### src/hw/rtl/gn3_fade.sv
// Three-stage quintic fade 6t^5 - 15t^4 + 10t^3 of one fraction.
module gn3_fade #(
  parameter int unsigned FRAC_BITS = 16
) (
  input  logic                 clk_i,
  input  logic                 en_i,
  input  logic [FRAC_BITS-1:0] frac_i,
  output logic [FRAC_BITS:0]   fade_o
);

  localparam int unsigned F = FRAC_BITS;
  localparam logic [F+4:0] ONE_P = (F+5)'(1) << F;

  logic [F-1:0]   frac2_q;
  logic [F-1:0]   sq_q;
  logic [F-1:0]   cube_q;
  logic [F+3:0]   poly_q;
  logic [F:0]     fade_q;
  logic [2*F-1:0] sq_full;
  logic [2*F-1:0] cube_full;
  logic [F+4:0]   poly_full;
  logic [2*F+3:0] fade_full;

  // First stage: square.
  assign sq_full = frac_i * frac_i;

  // Second stage: cube and the quadratic factor.
  assign cube_full = sq_q * frac2_q;
  assign poly_full = (F+5)'(6) * (F+5)'(sq_q) + (F+5)'(10) * ONE_P
                     - (F+5)'(15) * (F+5)'(frac2_q);

  // Third stage: final product.
  assign fade_full = cube_q * poly_q;

  always_ff @(posedge clk_i) begin
    if (en_i) begin
      sq_q    <= sq_full[2*F-1:F];
      frac2_q <= frac_i;
      cube_q  <= cube_full[2*F-1:F];
      poly_q  <= poly_full[F+3:0];
      fade_q  <= fade_full[2*F:F];
    end
  end

  assign fade_o = fade_q;

endmodule

### config.mk
export PLATFORM = sky130hd
export DESIGN_NAME = gn3_fade
export DESIGN_NICKNAME = d
export VERILOG_FILES = /design/src/hw/rtl/gn3_fade.sv
export SDC_FILE = /design/constraint.sdc
export NUM_CORES = 2
export LEC_CHECK = 0
export BUFFER_PORTS_ARGS = -buffer_cell sky130_fd_sc_hd__buf_2
export CAP_MARGIN = 10
export CORE_MARGIN = 2
export CORE_UTILIZATION = 25
export DETAILED_ROUTE_END_ITERATION = 8
export REMOVE_ABC_BUFFERS = 1
export SLEW_MARGIN = 25
export SYNTH_ARGS = -nofsm -noshare
export SYNTH_HDL_FRONTEND = slang
export SYNTH_SLANG_ARGS = --single-unit
### constraint.sdc
create_clock -name clk_i -period 6.3 [get_ports clk_i]
set_clock_uncertainty 0.2 [all_clocks]
set_input_delay 0.315 -clock clk_i [delete_from_list [all_inputs] [get_ports clk_i]]
set_output_delay 0.315 -clock clk_i [all_outputs]
set_load 0.05 [all_outputs]
After elaboration in Yosys (flattened, before gate mapping)
Cells that the tools add are included.
{"block": "word_totals", "elab_cells": 12, "in_bits": 18, "reg_bits": 85, "out_inout_bits": 17}
{"block": "classes", "mul": 5, "add_sub_neg": 2}
{"cell": "multiplier 16 x 16 -> 32 bit", "count": 2}
{"cell": "multiplier 16 x 20 -> 33 bit", "count": 1}
{"cell": "adder 19 x 20 -> 20 bit, second input constant", "count": 1}
{"cell": "multiplier 4 x 16 -> 20 bit, first input constant", "count": 1}
{"cell": "subtractor 20 bit", "count": 1}
{"cell": "multiplier 2 x 16 -> 18 bit, first input constant", "count": 1}

Logic depth before layout (Yosys ltp)
{"block": "depth", "depth_word": 3, "ltp_mapped": 24, "mapped_depth_nobuf": 23}

Least setup slack after synthesis
Ideal clock, no wire load.
{"block": "synth_path", "kind": "flip-flop to flip-flop", "start": "register cube_q[1]", "end": "register fade_q[16], in the netlist fade_o[16], data pin", "t_arrival_ns": 5.970, "stages_incl_launch_ff": 22, "required_ns": 5.964, "setup_time_ns": 0.136, "n_path_buf": 2, "period_less_slack_ns": 6.306, "setup_slack_ns": -0.006, "path_cell_list": "edfxtp_1 > clkbuf_1 > clkbuf_1 > nand2_1 > fa_1 > fa_1 > fa_1 > inv_1 > fa_1 > fa_1 > inv_1 > fa_1 > inv_1 > ha_1 > a211oi_1 > o21ai_0 > a211oi_4 > a21boi_4 > a221oi_4 > o21ai_2 > or4_1 > nand3_1"}
{"block": "synth_between", "elab_chain_cells": 1}
{"item": "start, declared", "line": "16", "source": "logic [F-1:0] cube_q;"}
{"item": "start signal, assigned", "line": "39", "source": "cube_q <= cube_full[2*F-1:F];"}
{"item": "multiplier 16 x 20 -> 33 bit", "line": "33", "source": "assign fade_full = cube_q * poly_q;"}
{"item": "via fade_full[32]", "line": "22", "source": "logic [2*F+3:0] fade_full;"}
{"item": "end signal, assigned", "line": "41", "source": "fade_q <= fade_full[2*F:F];"}
{"item": "end, declared", "line": "18", "source": "logic [F:0] fade_q;"}
The timed path passes the listed nets, and every way through them passes these cells.
A chain may end at the register's enable or synchronous reset.

Worst setup path after layout
{"block": "layout_path", "start": "register poly_q[7]", "end": "register fade_q[16], in the netlist fade_o[16], data pin"}
{"block": "layout_between", "elab_chain_cells": 1}
{"item": "start, declared", "line": "17", "source": "logic [F+3:0] poly_q;"}
{"item": "start signal, assigned", "line": "40", "source": "poly_q <= poly_full[F+3:0];"}
{"item": "multiplier 16 x 20 -> 33 bit", "line": "33"}
{"item": "via fade_full[32]", "line": "22"}
The timed path passes the listed nets, and every way through them passes these cells.

==> results.cfg <==
[sta]
final_max_slew_viol_count = 0
fin_crit_ns = 6.26
period_share_pct = 99.3
rsz0062_at_grt = yes
setup_viol = 0
final-hold-violation-count = 0
max_freq_mhz = 160
tightest_slew_ns = 0.933
relSlewSlack_pct = 37.8
hold-worst-slack_ns = 0.116

[placed_design]
dpl_cell_area_mm2 = 0.0333
dp.cells = 4828
dpl.hpwl_mm = 57.6
io_buffers = 34
gp_congestion = 0.828

[yosys]
synth-edff-count = 85
yosysTopAreaCell = fa_1
netlist_top_cells_area = fa_1 44%, ha_1 15%, inv_1 10%, edfxtp_1 8.6%, and2_1 6.6%
yosys_warnings = 0
synth_cell_type_count = 64
synth_most_common_cell = inv_1
netlist_instances = 3149
netlist_top_cells_count = 796 x inv_1, 649 x fa_1, 392 x nand2_1, 346 x ha_1, 315 x and2_1
ys.flop_type = edfxtp_1
syn-cell-area_mm2 = 0.0298
synth-seq-cells = 85
seq_area_frac_synth_pct = 8.56
synth-async-reset-ratio_pct = 0
syn_avg_cell_area_um2 = 9.47
synth_top_area_share_pct = 43.6

[min_path]
holdPathEnd = frac2_q[1]$_DFFE_PP_
min_delay_path_depth = 2
min_from = frac_i[1]
hold_path.class = in2reg

[floorplanning]
core_region_area_mm2 = 0.118
start_util_pct = 25.2
die-area_mm2 = 0.122
die-width_um = 349
boundaryPins = 35
rows = 126
die_h_um = 349

[final_layout]
fin_area_mm2 = 0.0346
syn2layout_area_growth_pct = 16.0
n_fill_cell = 12383
n_antenna_cell = 0
nNetsFinal = 4363
instances_no_fill = 4890
drive_gt1_share_pct = 12.3
fin_util_pct = 29.3

[critical_path]
path_class = reg2reg
rr_startpoint = poly_q[7]$_DFFE_PP_
r2r-end = fade_o[16]$_DFFE_PP_
startpoint_type = flip-flop
cp_max_fo = 4
cp.arrival_ns = 6.31
end_kind = flip-flop
required_ns = 6.35
r2r_cells = 22
rrSetupSlack_ns = 0.04

[drt]
wl_met3_mm = 2.28
drt-initial-drc-count = 841
drt_pre_antenna_iters = 5
routedLengthMet1_mm = 32.0
drc = 0
wl_mm = 67.0
drtAntennaViolNets = 0
dr_wl_met2_mm = 32.0
avgRoutedWirePerCell_um = 13.7
drt-vias-per-instance = 4.23
top_layer = met4
vias = 20695

[status]
status = completed

[cts]
cts-root-buf = clkbuf_16
cts_buffers = 9
htreeDepth = 3
clockBufferDepth = 2
cts.sinks = 85
cts_tree = built
clk_latency_ns = 0.40
clkSlewWorstSetupHoldPaths_ns = 0.09

[grt]
overflow = 0
grt_pass1_vias = 22832
grt_first_pass_wirelength_mm = 114
antenna_found_initial = 0
gr-usage-all-layers_pct = 11.4
grt_max_degree = 56

[flow_run]
cap_violations = 0
==> kinds of logic after synthesis <==
logic type | count (synthesis) | share of synthesized area (%)
and+or+nand+nor | 858 | 14.2
AOI/OAI and AO/OA | 223 | 5.15
xor gates and xnor gates | 90 | 2.64
buffers and inverters | 896 | 11.3
DFF | 85 | 8.56
muxes | 2 | 0.0713
adders and majority gates | 995 | 58.1
==> what timing repair did <==
item | in CTS | in global routing
resized for setup | 46 | 87
buffers inserted | 25 | 25
pin swaps | 27 | 38
setup endpoints to repair | 12 | 30
hold buffers | 0 | 0
==> sequential cells by signal, indices dropped and copies added, names as in the netlist <==
signal   cells
fade_o      17
frac2_q     16
sq_q        16
poly_q      20
cube_q      16
==> worst max-delay path by stage <==
stage / depth (start not counted) / startpoint / end
after floorplan: 20 / cube_q[4]$_DFFE_PP_ / fade_o[16]$_DFFE_PP_
after global placement: 23 / frac_i[9] / sq_q[15]$_DFFE_PP_
after detailed placement: 23 / frac_i[9] / sq_q[15]$_DFFE_PP_
after CTS: 23 / sq_q[7]$_DFFE_PP_ / cube_q[12]$_DFFE_PP_
after global routing: 20 / poly_q[7]$_DFFE_PP_ / fade_o[16]$_DFFE_PP_
final: 22 / poly_q[7]$_DFFE_PP_ / fade_o[16]$_DFFE_PP_
==> through the flow <==
step | setup WS [ns] | setup TNS, ns
2_1_floorplan | 0.177 | 0
3_3_place_gp | -0.230 | -1.21
3_5_place_dp | -0.303 | -2.04
4_1_cts | -0.0104 | -0.0205
5_1_grt | -0.184 | -1.24
6_report | 0.0432 | 0
==> worst max-delay path, stage by stage, from the launching register on <==
cell      delay [ns]
edfxtp_1        0.45
buf_6           0.17
buf_6           0.11
and2_1          0.15
fa_1            0.48
inv_1           0.05
fa_1            0.46
fa_1            0.51
inv_1           0.06
fa_2            0.56
fa_1            0.40
inv_1           0.08
fa_1            0.40
inv_1           0.10
ha_4            0.21
a21oi_1         0.17
o21ai_2         0.11
a211oi_4        0.28
a21boi_4        0.12
a221oi_4        0.40
o21ai_2         0.11
or4_1           0.47
nand3_1         0.09
==> cell type report <==
type | instances | area [µm²] | area share (%)
Clock buffer | 10 | 229 | 0.661
Multi-Input combinational cell | 2168 | 24300 | 70.3
Inverter | 796 | 2990 | 8.63
Clock inverter | 5 | 109 | 0.314
Sequential cell | 85 | 2550 | 7.37
Tap cell | 1536 | 1920 | 5.55
Timing Repair Buffer | 290 | 2480 | 7.16
==> routing by layer <==
| layer | track usage [%] | vias to the layer above |
|---|---|---|
| li1 | - | 9838 |
| met2 | 19.6 | 298 |
| met5 | 0 | - |
| met1 | 15.6 | 10510 |
| met4 | 1.91 | 0 |
| met3 | 1.33 | 49 |
==> cells in the final DEF, fill, tap and decap left out, drive strengths merged, types with 7 or more instances in the layout <==
cell    count
nand2b      9
a31oi       7
and2      315
ha        346
nand2     392
o21ai      39
o21bai     10
nor2b      12
a21oi      60
fa        649
clkbuf     11
buf       289
nand3      13
a21o       33
xnor2      63
nor2       53
nand4      10
xor2       27
a211oi     12
inv       797
o21a       18
nor3       14
and3       16
edfxtp     85
Power is left out: the tool's default activity adds up to more than one toggle a clock period on the data nets, which glitch-free logic cannot reach.
